**config.mk**
```make
export PLATFORM = sky130hd
export DESIGN_NAME = sprite_tile_expander_top_flat
export DESIGN_NICKNAME = d
export VERILOG_FILES = /design/src/rtl/ste_pkg.sv /design/src/rtl/ste_in_if.sv /design/src/rtl/ste_out_if.sv /design/src/rtl/ste_ctrl.sv /design/src/rtl/ste_datapath.sv /design/src/rtl/sprite_tile_expander_top.sv /design/src/flat_wrapper.sv
export SDC_FILE = /design/constraint.sdc
export NUM_CORES = 1
export LEC_CHECK = 0
export BUFFER_PORTS_ARGS = -buffer_cell sky130_fd_sc_hd__buf_2
export CAP_MARGIN = 0
export CORE_ASPECT_RATIO = 0.6
export CORE_MARGIN = 5
export CORE_UTILIZATION = 60
export CTS_BUF_LIST = sky130_fd_sc_hd__clkbuf_4 sky130_fd_sc_hd__clkbuf_8 sky130_fd_sc_hd__clkbuf_16
export CTS_CLUSTER_DIAMETER = 80
export DETAILED_ROUTE_END_ITERATION = 7
export HOLD_SLACK_MARGIN = 0.1
export PLACE_DENSITY = 0.8
export SKIP_CTS_REPAIR_TIMING = 1
export SYNTH_ARGS = -nofsm -noshare
export SYNTH_HDL_FRONTEND = slang
export SYNTH_SLANG_ARGS = --single-unit
```
**constraint.sdc**
```tcl
create_clock -name clk -period 12.1 [get_ports clk]
set_clock_uncertainty 0.1 [all_clocks]
set_input_delay 2.42 -clock clk [delete_from_list [all_inputs] [get_ports clk]]
set_output_delay 2.42 -clock clk [all_outputs]
set_load 0.01 [all_outputs]
```
**src/rtl/ste_pkg.sv**
```systemverilog
// ----------------------------------------------------------------------------
// ste_pkg
// Shared types and constants for the sprite tile expander.
// ----------------------------------------------------------------------------
package ste_pkg;

	// Descriptor and result field widths
	localparam int ATTR_W   = 16;
	localparam int TILE_W   = 14;
	localparam int COLOR_W  = 4;
	localparam int SCR_W    = 10;
	localparam int POS_W    = 12;
	localparam int CNT_W    = 3;

	// Configuration port
	localparam int CFG_IDX_W  = 2;
	localparam int CFG_DATA_W = 10;
	localparam int HSCR_W     = 10;
	localparam int VSCR_W     = 9;
	localparam int CLIP_W     = 9;

	localparam logic [CFG_IDX_W-1:0] REG_H_SCROLL    = 2'd0;
	localparam logic [CFG_IDX_W-1:0] REG_V_SCROLL    = 2'd1;
	localparam logic [CFG_IDX_W-1:0] REG_CLIP_TOP    = 2'd2;
	localparam logic [CFG_IDX_W-1:0] REG_CLIP_BOTTOM = 2'd3;

	localparam logic [CLIP_W-1:0] CLIP_BOTTOM_RST = 9'd383;

	// Screen size defaults
	localparam int SCREEN_WIDTH_DEF  = 512;
	localparam int SCREEN_HEIGHT_DEF = 384;

	// Controller to datapath commands
	typedef struct packed {
		logic load;
		logic col_adv;
		logic row_adv;
		logic skip;
		logic capture;
		logic push;
		logic push_last;
	} ste_cmd_t;

	// Datapath to controller status
	typedef struct packed {
		logic col_last;
		logic row_last;
		logic col_skip;
		logic col_stop;
		logic row_vis;
		logic pend_valid;
		logic out_free;
	} ste_status_t;

endpackage

```
**src/rtl/ste_in_if.sv**
```systemverilog
// ----------------------------------------------------------------------------
// ste_in_if
// Descriptor channel: three attribute words with valid/ready.
// ----------------------------------------------------------------------------
interface ste_in_if;
	logic                        valid;
	logic                        ready;
	logic [ste_pkg::ATTR_W-1:0]  attr_size_y;
	logic [ste_pkg::ATTR_W-1:0]  attr_tile;
	logic [ste_pkg::ATTR_W-1:0]  attr_x_color;

	modport source (output valid, output attr_size_y, output attr_tile,
		output attr_x_color, input ready);
	modport sink (input valid, input attr_size_y, input attr_tile,
		input attr_x_color, output ready);
endinterface

```
**src/rtl/ste_out_if.sv**
```systemverilog
// ----------------------------------------------------------------------------
// ste_out_if
// Tile draw command channel with valid/ready.
// ----------------------------------------------------------------------------
interface ste_out_if;
	logic                              valid;
	logic                              ready;
	logic [ste_pkg::TILE_W-1:0]        tile_index;
	logic [ste_pkg::COLOR_W-1:0]       palette_color;
	logic                              flip_h;
	logic                              flip_v;
	logic signed [ste_pkg::SCR_W-1:0]  screen_x;
	logic signed [ste_pkg::SCR_W-1:0]  screen_y;
	logic                              last_tile;

	modport source (output valid, output tile_index, output palette_color,
		output flip_h, output flip_v, output screen_x, output screen_y,
		output last_tile, input ready);
	modport sink (input valid, input tile_index, input palette_color,
		input flip_h, input flip_v, input screen_x, input screen_y,
		input last_tile, output ready);
endinterface

```
**src/rtl/ste_ctrl.sv**
```systemverilog
// ----------------------------------------------------------------------------
// ste_ctrl
// Walk sequencer: accepts a descriptor, steps one tile per cycle unless held
// by a stalled output, flushes the held command marked last at walk end.
// ----------------------------------------------------------------------------
module ste_ctrl (
	input  logic                 clk,
	input  logic                 arst_n,
	input  logic                 desc_valid,
	output logic                 desc_ready,
	input  ste_pkg::ste_status_t st,
	output ste_pkg::ste_cmd_t    cmd
);

	localparam logic [1:0] ST_IDLE  = 2'd0;
	localparam logic [1:0] ST_WALK  = 2'd1;
	localparam logic [1:0] ST_FLUSH = 2'd2;

	logic [1:0] state_q;
	logic [1:0] state_nxt;

	// Decide the action for this cycle
	always_comb begin
		cmd        = '0;
		state_nxt  = state_q;
		desc_ready = (state_q == ST_IDLE);
		unique case (state_q)
			ST_IDLE: begin
				if (desc_valid) begin
					cmd.load  = 1'b1;
					state_nxt = ST_WALK;
				end
			end
			ST_WALK: begin
				priority if (st.col_stop) begin
					state_nxt = ST_FLUSH;
				end else if (st.col_skip) begin
					cmd.skip    = 1'b1;
					cmd.col_adv = 1'b1;
					if (st.col_last) state_nxt = ST_FLUSH;
				end else if (st.row_vis && st.pend_valid && !st.out_free) begin
					// hold: held command cannot move to the output yet
					cmd = '0;
				end else begin
					cmd.row_adv = 1'b1;
					if (st.row_vis) begin
						cmd.capture = 1'b1;
						cmd.push    = st.pend_valid;
					end
					if (st.row_last) begin
						cmd.col_adv = 1'b1;
						if (st.col_last) state_nxt = ST_FLUSH;
					end
				end
			end
			ST_FLUSH: begin
				if (!st.pend_valid) begin
					state_nxt = ST_IDLE;
				end else if (st.out_free) begin
					cmd.push      = 1'b1;
					cmd.push_last = 1'b1;
					state_nxt     = ST_IDLE;
				end
			end
			default: begin
				state_nxt = ST_IDLE;
			end
		endcase
	end

	// State register
	always_ff @(posedge clk or negedge arst_n) begin
		if (!arst_n) begin
			state_q <= ST_IDLE;
		end else begin
			state_q <= state_nxt;
		end
	end

	// A new descriptor is only taken with nothing held from the previous one
	a_load_empty: assert property (@(posedge clk) disable iff (!arst_n)
		cmd.load |-> !st.pend_valid)
		else $error("descriptor loaded while a command is still held");

	// Leaving the walk always passes through the flush step
	a_walk_exit: assert property (@(posedge clk) disable iff (!arst_n)
		(state_q == ST_WALK) |=> (state_q == ST_WALK) || (state_q == ST_FLUSH))
		else $error("walk left without flush");

endmodule

```
**src/rtl/ste_datapath.sv**
```systemverilog
// ----------------------------------------------------------------------------
// ste_datapath
// Configuration registers, descriptor decode, walk counters and positions,
// the held command and the output register.
// ----------------------------------------------------------------------------
module ste_datapath #(
	parameter int SCREEN_WIDTH  = ste_pkg::SCREEN_WIDTH_DEF,
	parameter int SCREEN_HEIGHT = ste_pkg::SCREEN_HEIGHT_DEF
) (
	input  logic                            clk,
	input  logic                            arst_n,
	input  logic                            cfg_we,
	input  logic [ste_pkg::CFG_IDX_W-1:0]   cfg_index,
	input  logic [ste_pkg::CFG_DATA_W-1:0]  cfg_data,
	input  logic [ste_pkg::ATTR_W-1:0]      attr_size_y,
	input  logic [ste_pkg::ATTR_W-1:0]      attr_tile,
	input  logic [ste_pkg::ATTR_W-1:0]      attr_x_color,
	input  ste_pkg::ste_cmd_t               cmd,
	output ste_pkg::ste_status_t            st,
	ste_out_if.source                       out
);

	localparam int PW = ste_pkg::POS_W;
	localparam int TW = ste_pkg::TILE_W;
	localparam int CW = ste_pkg::CNT_W;
	localparam int SW = ste_pkg::SCR_W;

	localparam logic [PW-1:0]        SW_U   = PW'(SCREEN_WIDTH);
	localparam logic [PW-1:0]        SH_U   = PW'(SCREEN_HEIGHT);
	localparam logic signed [PW-1:0] SW_S   = PW'(SCREEN_WIDTH);
	localparam logic signed [PW-1:0] STEP_P = PW'(16);
	localparam logic signed [PW-1:0] STEP_N = -PW'(16);
	localparam logic signed [PW-1:0] EDGE_L = -PW'(16);
	localparam logic [PW-1:0]        XWRAP  = PW'(1024);
	localparam logic [PW-1:0]        YWRAP  = PW'(512);

	// Configuration registers
	logic [ste_pkg::HSCR_W-1:0] h_scroll_q;
	logic [ste_pkg::VSCR_W-1:0] v_scroll_q;
	logic [ste_pkg::CLIP_W-1:0] clip_top_q;
	logic [ste_pkg::CLIP_W-1:0] clip_bottom_q;

	always_ff @(posedge clk or negedge arst_n) begin
		if (!arst_n) begin
			h_scroll_q    <= '0;
			v_scroll_q    <= '0;
			clip_top_q    <= '0;
			clip_bottom_q <= ste_pkg::CLIP_BOTTOM_RST;
		end else if (cfg_we) begin
			unique case (cfg_index)
				ste_pkg::REG_H_SCROLL:    h_scroll_q    <= cfg_data[ste_pkg::HSCR_W-1:0];
				ste_pkg::REG_V_SCROLL:    v_scroll_q    <= cfg_data[ste_pkg::VSCR_W-1:0];
				ste_pkg::REG_CLIP_TOP:    clip_top_q    <= cfg_data[ste_pkg::CLIP_W-1:0];
				ste_pkg::REG_CLIP_BOTTOM: clip_bottom_q <= cfg_data[ste_pkg::CLIP_W-1:0];
			endcase
		end
	end

	// Decode the descriptor and compute the start corner
	logic [CW-1:0]  d_cols_m1;
	logic [CW-1:0]  d_rows_m1;
	logic [CW:0]    d_rows;
	logic           d_abs;
	logic [9:0]     d_ux;
	logic [8:0]     d_uy;
	logic [PW-1:0]  d_ux_w;
	logic [PW-1:0]  d_uy_w;
	logic [PW-1:0]  d_x0;
	logic [PW-1:0]  d_y0;

	always_comb begin
		d_cols_m1 = attr_size_y[2:0];
		d_rows_m1 = attr_size_y[5:3];
		d_rows    = {1'b0, d_rows_m1} + 4'd1;
		d_abs     = attr_size_y[15];
		d_ux = attr_x_color[15:6]
			- (d_abs ? 10'd0 : h_scroll_q)
			+ (attr_tile[14] ? {3'b0, d_cols_m1, 4'b0} : 10'd0);
		d_uy = 9'd0 - attr_size_y[14:6]
			- (d_abs ? 9'd0 : v_scroll_q)
			- (attr_tile[15] ? 9'd16 : {1'b0, d_rows, 4'b0});
		d_ux_w = {2'b0, d_ux};
		d_uy_w = {3'b0, d_uy};
		d_x0 = (d_ux_w >= SW_U) ? d_ux_w - XWRAP : d_ux_w;
		d_y0 = (d_uy_w >= SH_U) ? d_uy_w - YWRAP : d_uy_w;
	end

	// Walk state
	logic [CW-1:0]        cols_m1_q;
	logic [CW-1:0]        rows_m1_q;
	logic [CW-1:0]        col_q;
	logic [CW-1:0]        row_q;
	logic                 hf_q;
	logic                 vf_q;
	logic [3:0]           color_q;
	logic [TW-1:0]        tile_q;
	logic signed [PW-1:0] sx_q;
	logic signed [PW-1:0] sy_q;
	logic signed [PW-1:0] y0_q;

	always_ff @(posedge clk) begin
		if (cmd.load) begin
			cols_m1_q <= d_cols_m1;
			rows_m1_q <= d_rows_m1;
			hf_q      <= attr_tile[14];
			vf_q      <= attr_tile[15];
			color_q   <= attr_x_color[3:0];
			tile_q    <= attr_tile[TW-1:0];
			sx_q      <= d_x0;
			sy_q      <= d_y0;
			y0_q      <= d_y0;
			col_q     <= '0;
			row_q     <= '0;
		end else begin
			// advance the tile number
			if (cmd.skip) begin
				tile_q <= tile_q + TW'({1'b0, rows_m1_q} + 4'd1);
			end else if (cmd.row_adv) begin
				tile_q <= tile_q + TW'(1);
			end
			// advance column or row
			if (cmd.col_adv) begin
				col_q <= col_q + CW'(1);
				sx_q  <= sx_q + (hf_q ? STEP_N : STEP_P);
				row_q <= '0;
				sy_q  <= y0_q;
			end else if (cmd.row_adv) begin
				row_q <= row_q + CW'(1);
				sy_q  <= sy_q + (vf_q ? STEP_N : STEP_P);
			end
		end
	end

	// Held command
	logic          pend_valid_q;
	logic [TW-1:0] pend_tile_q;
	logic [SW-1:0] pend_x_q;
	logic [SW-1:0] pend_y_q;

	always_ff @(posedge clk or negedge arst_n) begin
		if (!arst_n) begin
			pend_valid_q <= 1'b0;
		end else if (cmd.capture) begin
			pend_valid_q <= 1'b1;
		end else if (cmd.push) begin
			pend_valid_q <= 1'b0;
		end
	end

	always_ff @(posedge clk) begin
		if (cmd.capture) begin
			pend_tile_q <= tile_q;
			pend_x_q    <= sx_q[SW-1:0];
			pend_y_q    <= sy_q[SW-1:0];
		end
	end

	// Output register
	logic out_valid_q;

	always_ff @(posedge clk or negedge arst_n) begin
		if (!arst_n) begin
			out_valid_q <= 1'b0;
		end else if (cmd.push) begin
			out_valid_q <= 1'b1;
		end else if (out.ready) begin
			out_valid_q <= 1'b0;
		end
	end

	always_ff @(posedge clk) begin
		if (cmd.push) begin
			out.tile_index    <= pend_tile_q;
			out.palette_color <= color_q;
			out.flip_h        <= hf_q;
			out.flip_v        <= vf_q;
			out.screen_x      <= pend_x_q;
			out.screen_y      <= pend_y_q;
			out.last_tile     <= cmd.push_last;
		end
	end

	assign out.valid = out_valid_q;

	// Status to the controller
	logic signed [PW-1:0] top_m16;
	logic signed [PW-1:0] bot_s;

	always_comb begin
		top_m16       = $signed({3'b0, clip_top_q}) - STEP_P;
		bot_s         = $signed({3'b0, clip_bottom_q});
		st.col_last   = (col_q == cols_m1_q);
		st.row_last   = (row_q == rows_m1_q);
		st.col_skip   = (sx_q <= EDGE_L);
		st.col_stop   = (sx_q >= SW_S);
		st.row_vis    = (sy_q > top_m16) && (sy_q <= bot_s);
		st.pend_valid = pend_valid_q;
		st.out_free   = !out_valid_q || out.ready;
	end

	// A push never overwrites a command still waiting at the output
	a_no_overwrite: assert property (@(posedge clk) disable iff (!arst_n)
		cmd.push |-> (!out_valid_q || out.ready))
		else $error("output command overwritten");

	// Capturing over a held command must move that command out
	a_capture_push: assert property (@(posedge clk) disable iff (!arst_n)
		(cmd.capture && pend_valid_q) |-> cmd.push)
		else $error("held command lost on capture");

	// The last-tile mark goes out only with nothing new captured
	a_last_alone: assert property (@(posedge clk) disable iff (!arst_n)
		cmd.push_last |=> !pend_valid_q && out_valid_q && out.last_tile)
		else $error("last tile push left a command behind");

endmodule

```
**src/rtl/sprite_tile_expander_top.sv**
```systemverilog
// ----------------------------------------------------------------------------
// sprite_tile_expander_top
// Expands one motion-object descriptor into one draw command per visible tile.
// ----------------------------------------------------------------------------
// Flow: a visible tile is held until the next visible tile is captured or
// the flush step, then moves to the output register. The walk visits one
// tile (or one skipped column) per cycle unless the held command cannot move
// to a stalled output. The walk is stepped by the single walk counter pair.
// Reset: clears the sequencer, held and output valid flags, and loads the
// configuration registers with 0, 0, 0 and 383.
// ----------------------------------------------------------------------------
module sprite_tile_expander_top #(
	parameter int SCREEN_WIDTH  = ste_pkg::SCREEN_WIDTH_DEF,
	parameter int SCREEN_HEIGHT = ste_pkg::SCREEN_HEIGHT_DEF
) (
	input  logic                            clk,
	input  logic                            arst_n,
	input  logic                            cfg_we,
	input  logic [ste_pkg::CFG_IDX_W-1:0]   cfg_index,
	input  logic [ste_pkg::CFG_DATA_W-1:0]  cfg_data,
	ste_in_if.sink                          desc,
	ste_out_if.source                       cmd
);

	ste_pkg::ste_cmd_t    ctl_cmd;
	ste_pkg::ste_status_t dp_status;
	logic                 desc_ready;

	assign desc.ready = desc_ready;

	// Sequencer
	ste_ctrl u_ctrl (
		.clk        (clk),
		.arst_n     (arst_n),
		.desc_valid (desc.valid),
		.desc_ready (desc_ready),
		.st         (dp_status),
		.cmd        (ctl_cmd)
	);

	// Datapath
	ste_datapath #(
		.SCREEN_WIDTH  (SCREEN_WIDTH),
		.SCREEN_HEIGHT (SCREEN_HEIGHT)
	) u_datapath (
		.clk          (clk),
		.arst_n       (arst_n),
		.cfg_we       (cfg_we),
		.cfg_index    (cfg_index),
		.cfg_data     (cfg_data),
		.attr_size_y  (desc.attr_size_y),
		.attr_tile    (desc.attr_tile),
		.attr_x_color (desc.attr_x_color),
		.cmd          (ctl_cmd),
		.st           (dp_status),
		.out          (cmd)
	);

endmodule
```
**src/flat_wrapper.sv**
```systemverilog
// flat-port wrapper written by rule: the top's interface ports become plain ports
module sprite_tile_expander_top_flat 
#(
	parameter int SCREEN_WIDTH  = ste_pkg::SCREEN_WIDTH_DEF,
	parameter int SCREEN_HEIGHT = ste_pkg::SCREEN_HEIGHT_DEF
)
  (clk, arst_n, cfg_we, cfg_index, cfg_data, desc_valid, desc_attr_size_y, desc_attr_tile, desc_attr_x_color, desc_ready, cmd_valid, cmd_tile_index, cmd_palette_color, cmd_flip_h, cmd_flip_v, cmd_screen_x, cmd_screen_y, cmd_last_tile, cmd_ready);
  ste_in_if desc_i ();
  ste_out_if cmd_i ();
  input  logic clk;
  input  logic arst_n;
  input  logic cfg_we;
  input  logic [ste_pkg::CFG_IDX_W-1:0] cfg_index;
  input  logic [ste_pkg::CFG_DATA_W-1:0] cfg_data;
  input wire logic [$bits(desc_i.valid)-1:0] desc_valid;
  input wire logic [$bits(desc_i.attr_size_y)-1:0] desc_attr_size_y;
  input wire logic [$bits(desc_i.attr_tile)-1:0] desc_attr_tile;
  input wire logic [$bits(desc_i.attr_x_color)-1:0] desc_attr_x_color;
  output wire logic [$bits(desc_i.ready)-1:0] desc_ready;
  output wire logic [$bits(cmd_i.valid)-1:0] cmd_valid;
  output wire logic [$bits(cmd_i.tile_index)-1:0] cmd_tile_index;
  output wire logic [$bits(cmd_i.palette_color)-1:0] cmd_palette_color;
  output wire logic [$bits(cmd_i.flip_h)-1:0] cmd_flip_h;
  output wire logic [$bits(cmd_i.flip_v)-1:0] cmd_flip_v;
  output wire logic [$bits(cmd_i.screen_x)-1:0] cmd_screen_x;
  output wire logic [$bits(cmd_i.screen_y)-1:0] cmd_screen_y;
  output wire logic [$bits(cmd_i.last_tile)-1:0] cmd_last_tile;
  input wire logic [$bits(cmd_i.ready)-1:0] cmd_ready;
  assign desc_i.valid = desc_valid;
  assign desc_i.attr_size_y = desc_attr_size_y;
  assign desc_i.attr_tile = desc_attr_tile;
  assign desc_i.attr_x_color = desc_attr_x_color;
  assign desc_ready = desc_i.ready;
  assign cmd_valid = cmd_i.valid;
  assign cmd_tile_index = cmd_i.tile_index;
  assign cmd_palette_color = cmd_i.palette_color;
  assign cmd_flip_h = cmd_i.flip_h;
  assign cmd_flip_v = cmd_i.flip_v;
  assign cmd_screen_x = cmd_i.screen_x;
  assign cmd_screen_y = cmd_i.screen_y;
  assign cmd_last_tile = cmd_i.last_tile;
  assign cmd_i.ready = cmd_ready;
  sprite_tile_expander_top #(.SCREEN_WIDTH(SCREEN_WIDTH), .SCREEN_HEIGHT(SCREEN_HEIGHT)) u_core (.clk(clk), .arst_n(arst_n), .cfg_we(cfg_we), .cfg_index(cfg_index), .cfg_data(cfg_data), .desc(desc_i), .cmd(cmd_i));
endmodule
```
==> results of run 1 <==
power groups by stage:
stage	clock network, mW	registers [mW]	logic (mW)
after global routing	0.596	1.08	1.04
after detailed placement	0	1.07	0.909
after CTS	0.564	1.06	0.922
after floorplan	0	1.03	0.679
after global placement	0	1.06	0.842
final	0.558	1.06	0.926
worst register-to-register path, delay by kind of cell (launching register included):
family / cells / cell delay (ps)
AND/OR/NAND/NOR: 4 / 1720
adder cells (fa/ha/maj): 1 / 310
buffers and inverters: 2 / 540
flip-flops: 1 / 520
AO/OA/AOI/OAI: 3 / 990
flip-flops by register name, summed over array words and instances, names as in the netlist, 3 cells and up:
register,count
u_core.u_datapath.v_scroll_q,9
u_core.u_datapath.y0_q,10
u_core.u_datapath.out.screen_x,10
u_core.u_datapath.cols_m1_q,3
u_core.u_datapath.out.screen_y,10
u_core.u_datapath.h_scroll_q,10
u_core.u_datapath.pend_tile_q,14
u_core.u_datapath.clip_top_q,9
u_core.u_datapath.pend_y_q,10
u_core.u_datapath.color_q,4
u_core.u_datapath.col_q,3
u_core.u_datapath.pend_x_q,10
u_core.u_datapath.rows_m1_q,3
u_core.u_datapath.out.palette_color,4
u_core.u_datapath.out.tile_index,14
u_core.u_datapath.clip_bottom_q,9
u_core.u_datapath.sy_q,12
u_core.u_datapath.row_q,3
u_core.u_datapath.sx_q,12
u_core.u_datapath.tile_q,14
final timing paths:
| check | end | slack (ps) | cells past startpoint |
|---|---|---|---|
| worst max-delay path | u_core.u_datapath.sy_q[9] | 6770 | 13 |
| worst min-delay path | u_core.u_datapath.out.screen_x[0] | 320 | 0 |
| worst max register to register | u_core.u_datapath.out.palette_color[3] | 7580 | 10 |
| worst min register to register | u_core.u_datapath.out.screen_x[0] | 320 | 0 |
| max in group asynchronous | u_core.u_datapath.out.valid | 9230 | 1 |
| min in group asynchronous | u_core.u_datapath.h_scroll_q[2] | 2040 | 1 |
cells in the final DEF, fill, tap and decap left out, types with 4 or more instances in the layout:
| cell | count |
|---|---|
| nor2b_1 | 19 |
| o21ai_0 | 31 |
| inv_1 | 64 |
| dfrtp_1 | 33 |
| mux2_2 | 38 |
| nand2_1 | 42 |
| nand3_1 | 23 |
| mux2i_1 | 5 |
| o21a_1 | 4 |
| buf_4 | 5 |
| buf_2 | 105 |
| nand4_1 | 8 |
| xnor2_1 | 32 |
| dfstp_2 | 8 |
| nor2_1 | 34 |
| o211ai_1 | 4 |
| xor2_1 | 22 |
| nor3_1 | 11 |
| inv_8 | 4 |
| clkbuf_16 | 17 |
| a21oi_1 | 33 |
| or3_1 | 5 |
| nand2b_1 | 19 |
| o21bai_1 | 4 |
| dfxtp_1 | 6 |
| a21o_1 | 11 |
| inv_6 | 6 |
| a31oi_1 | 4 |
| edfxtp_1 | 135 |
| fa_1 | 12 |
| ha_1 | 76 |
area by class of cell:
| cell class | count | area share (%) |
|---|---|---|
| Clock buffer | 17 | 4.00 |
| Clock inverter | 15 | 1.66 |
| Inverter | 65 | 2.29 |
| Multi-Input combinational cell | 474 | 35.4 |
| Sequential cell | 182 | 49.0 |
| Tap cell | 203 | 2.39 |
| Timing Repair Buffer | 110 | 5.29 |
layer usage:
layer  global-route usage (%)  up-vias  part of all wire (%)
met4                     4.16        0                  0.96
met1                     32.7     2931                    47
met3                     4.72       19                   7.0
met5                        0        -                     0
met2                     34.2      223                    45
li1                         -     2868                     -
metrics by stage:
stage	std cells	hold slack [ps]	cell area [um^2]	setup slack [ps]
2_1_floorplan	734	300	9260	6220
3_3_place_gp	1034	303	10000	6500
3_5_place_dp	1034	305	10000	6370
4_1_cts	1066	317	10600	6800
5_1_grt	1066	324	10600	6500
6_report	1066	316	10600	6770
logic make-up after synthesis:
| family | count (synthesis) | synth area share [%] |
|---|---|---|
| multiplexers | 43 | 5.16 |
| AND/OR/NAND/NOR | 178 | 9.55 |
| adder cells (fa/ha/maj) | 88 | 12.9 |
| flip-flops | 182 | 56.3 |
| buffers and inverters | 78 | 3.19 |
| XOR/XNOR | 54 | 5.11 |
| AO/OA/AOI/OAI | 111 | 7.85 |
==> flow_summary.toml, run 1 <==
[worst_hold_path]
hold_class = "flop to flop"
hold_start = "u_core.u_datapath.pend_x_q[0]"

[worst_setup_path]
r2r-start = "u_core.u_datapath.clip_bottom_q[8]"
cp_slowest_stage_delay_ps = 410
cp.arrival_ps = 5360
cp_slowest_cell = "fa_1"
critPathTopFamily = "adder cells"
critPathLaunch = "desc_attr_size_y[3]"
crit_path_frequent_cell = "ha_1"
endpoint_kind = "flop"
crit_buf_inv = 2
cp-start-kind = "primary input"
critPathKind = "primary input to flop"
crit_chain = "buf_2, ha_1, nand2b_1, fa_1, ha_1, ha_1, nand3_1, o211ai_1, o41ai_1, xnor2_1, inv_1, a32oi_1, o31ai_1"
crit_fanout = 5
worst_ep_required_time_ps = 12140

[floorplan]
placementRows = 35
io_pins = 108
die-area_um2 = 18100
fp.dieH_um = 106
coreArea_um2 = 15200
start_util_pct = 60.8
die_w_um = 170

[power]
power_frac_clock_pct = 21.9
p_sw_share_pct = 36.4
p_int_mw = 1.62
seq_power_share_pct = 41.6
power_mw = 2.54
vdd_drop_max_uv = 125
p_leak_nw = 4.39
pwr-share-comb_pct = 36.4
switchingPower_uw = 926
power_density_nw_per_um2 = 239

[synth]
synth-edff-count = 135
async_flop_share_pct = 22.5
syn_area_um2 = 9260
syn_nets = 887
synthTopCellsByCount = "edfxtp_1, ha_1, inv_1"
yosys-top-cells-area = "edfxtp_1, ha_1, dfrtp_1"
syn_inst = 734
ys_seq_elements = 182
yosysMostFrequentCell = "edfxtp_1"
synth_top_area_cell = "edfxtp_1"
synth_top_area_share_pct = 43.8
yosys_warnings = 0
syn_avg_cell_area_um2 = 12.6
ys_types = 54
synth_ff_type = "edfxtp_1"
ys_seq_area_share_pct = 56.3

[timing]
relSlewSlack_pct = 17.4
setup_violations = 0
max_freq_mhz = 188
finalHoldViolations = 0
fin_crit_ps = 5330
finalCritPeriodShare_pct = 44.0
worstMarginPinSlew_ps = 1230
tns_ps = 0
final_max_slew_viol_count = 0
rsz0062_at_grt = "false"

[grt]
grt_pass1_wl_um = 31200
antenna_found_initial = 0
grt_pass1_vias = 6093
grt_max_degree = 72
overflow = 0
grtUsageTotal_pct = 22.1

[clocking]
clk_pin_slew_worst_paths_ps = 70
clock_latency_ps = 430
cts_inserted_buffers = 17
ctsLongestPathBuffers = 2
cts-root-buf = "clkbuf_16"
cts_sinks = 182
cts_tree = "yes"
h-tree-depth = 4

[place]
io_buffer_count = 105
place.gp.congestion = 0.948
place_hpwl_um = 14500

[outcome]
status = "completed"

[finish]
drive_gt1_share_pct = 23.2
nFillCells = 1054
seq_area_um2 = 5210
areaGrowthSynthToFinish_pct = 14.9
post-route-util_pct = 69.8
multiInputGateArea_um2 = 3770
insertedDiodeCount = 0
finalNetCount = 1003

[detailed_routing]
drt_iter0_drc = 389
ant_nets = 0
via_count = 6041
firstDrtPassIters = 6
drc_errors = 0
drt_wl_total_um = 19300
wl_per_cell_um = 18.1
vias_per_cell = 5.67

[run]
maxCapViolCount = 0
Power figures use the tool's default switching activity.
==> run 2, diff against run 1 <==
ABC_AREA = 1   (was unset)
CORE_UTILIZATION = 59   (was 60)
PLACE_DENSITY = 0.78   (was 0.8)
clock period = 4.9 ns   (was 12.1 ns; I/O delays follow)
==> flow_summary.toml, run 2 <==
[worst_setup_path]
cp_slowest_stage_delay_ps = 610
crit_chain = "nor2_1, nand2_1, or3_1, ha_1, nand2_1, inv_1, nand2_2, nor2_2, nand2_1, nand3_1, nand2_1, nand2_1, nand3_1, nor2_1, inv_1, nand2_1, nand3_1"
cp_slowest_cell = "nand3_1"
cp-start-kind = "flop"
crit_fanout = 14
endpoint_kind = "flop"
critPathKind = "flop to flop"
crit_path_frequent_cell = "nand2_1"
worst_ep_required_time_ps = 4730
cp.arrival_ps = 3620

[clocking]
cts-root-buf = "clkbuf_16"
cts_inserted_buffers = 17
ctsLongestPathBuffers = 2
clock_latency_ps = 420
clk_pin_slew_worst_paths_ps = 70
cts_sinks = 182
cts_tree = "yes"
h-tree-depth = 4

[power]
power_density_nw_per_um2 = 568
vdd_drop_max_uv = 304
p_leak_nw = 5.06

[finish]
insertedDiodeCount = 0
seq_area_um2 = 5210
final_cell_mix = "nand2_1, inv_1, edfxtp_1, buf_2, ha_1"
post-route-util_pct = 68.3
top_regs = "u_core.u_datapath.out.tile_index (14), u_core.u_datapath.pend_tile_q (14), u_core.u_datapath.tile_q (14)"
drive_gt1_share_pct = 14.9
final_common_cell = "nand2_1"
nFillCells = 1209
areaGrowthSynthToFinish_pct = 13.8
instances_no_fill = 1304
multiInputGateArea_um2 = 3850
finalNetCount = 1235

[synth]
synthTopCellsByCount = "nand2_1, inv_1, edfxtp_1"
syn_avg_cell_area_um2 = 10.0
synth-edff-count = 135
synth_top_area_share_pct = 41.8
yosysMostFrequentCell = "nand2_1"
ys_seq_area_share_pct = 53.7
synth_ff_type = "edfxtp_1"
syn_area_um2 = 9700
syn_nets = 1123
syn_inst = 970
yosys-top-cells-area = "edfxtp_1, ha_1, dfrtp_1"
ys_seq_elements = 182
async_flop_share_pct = 22.5
ys_types = 44
yosys_warnings = 0
synth_top_area_cell = "edfxtp_1"

[detailed_routing]
firstDrtPassIters = 5
via_count = 6983
drt_iter0_drc = 575
drc_errors = 0
wl_per_cell_um = 16.1
drt_wl_total_um = 21000
ant_nets = 0
vias_per_cell = 5.36

[floorplan]
die_w_um = 176
coreArea_um2 = 16200
fp.dieH_um = 109
placementRows = 36
io_pins = 108
die-area_um2 = 19200
start_util_pct = 60.0

[timing]
tns_ps = 0
relSlewSlack_pct = 33.2
worstMarginPinSlew_ps = 1000
finalCritPeriodShare_pct = 77.3
setup_violations = 0
rsz0062_at_grt = "false"
final_max_slew_viol_count = 0
fin_crit_ps = 3790
max_freq_mhz = 264
finalHoldViolations = 0

[place]
io_buffer_count = 105
place.gp.congestion = 0.928
dp.cells = 1272
place_hpwl_um = 15700

[run]
maxCapViolCount = 0

[worst_hold_path]
hold_class = "flop to flop"

[grt]
grt_max_degree = 42
antenna_found_initial = 0
overflow = 0
grt_pass1_vias = 6526
grt_pass1_wl_um = 33900
grtUsageTotal_pct = 22.7

[outcome]
status = "completed"
[run 2: changes by cell type in the layout (fill, tap and decap cells not counted), moves of 21 or more]
cell	previous run	this run
nand2_1	42	208
inv_1	64	146
mux2_2	38	1
o21ai_0	31	64
nor2_1	34	62
nand3_1	23	45
xnor2_1	32	11
[run 2: metrics by stage]
| step | hold WS [ps] | worst slack (ps) | area, um^2 | total power [mW] |
|---|---|---|---|---|
| global placement | 301 | 876 | 10400 | 4.78 |
| detailed placement | 305 | 780 | 10400 | 4.87 |
| CTS | 322 | 1170 | 11000 | 6.26 |
| floorplan | 300 | 901 | 9700 | 4.21 |
| finish | 318 | 1110 | 11000 | 6.27 |
| global route | 327 | 801 | 11000 | 6.74 |
[run 2: routing by layer]
layer | vias to the layer above | wire length (um) | track usage, %
li1 | 3466 | - | -
met1 | 3250 | 10100 | 34.8
met2 | 254 | 9040 | 34.1
met3 | 13 | 1710 | 4.64
met4 | 0 | 152 | 4.39
met5 | - | 0 | 0
[run 2: path summary, 6_finish.rpt]
kind,startpoint,endpoint,slack [ps],cells after the start
worst min register to register,u_core.u_datapath.pend_y_q[4],u_core.u_datapath.out.screen_y[4],320,0
min in group asynchronous,arst_n,u_core.u_datapath.h_scroll_q[6],610,1
worst min-delay path,u_core.u_datapath.pend_y_q[4],u_core.u_datapath.out.screen_y[4],320,0
worst max-delay path,u_core.u_datapath.clip_top_q[6],u_core.u_datapath.tile_q[2],1110,17
max in group asynchronous,arst_n,u_core.u_datapath.clip_top_q[7],3450,1
worst max register to register,u_core.u_datapath.clip_top_q[6],u_core.u_datapath.tile_q[2],1110,17
[run 2: worst max-delay path, delay by kind of cell (launching register included)]
family / cells / cell delay [ps]
buffers and inverters: 2 / 130
and+or+nand+nor: 14 / 2250
DFF: 1 / 420
adders and majority gates: 1 / 390
[run 2: cell type report]
type / count / share of cell area, %
clock inverter: 10 / 0.703
sequential: 182 / 47.2
multi-input combinational: 623 / 34.9
tap: 209 / 2.37
timing repair buffer: 111 / 5.17
inverter: 147 / 5.00
clock buffer: 22 / 4.67
[run 2: report_power, final]
part | internal (mW) | switching [mW]
registers | 2.24 | 0.326
logic | 0.858 | 1.47
clock network | 0.764 | 0.610
total | 3.86 | 2.41
[run 2: cells by family after synthesis]
kind of cell	share of synthesized area [%]
XOR/XNOR	4.33
buffers and inverters	6.55
AND/OR/NAND/NOR	15.6
multiplexers	0.116
adder cells (fa/ha/maj)	12.3
AO/OA/AOI/OAI	7.43
flip-flops	53.7
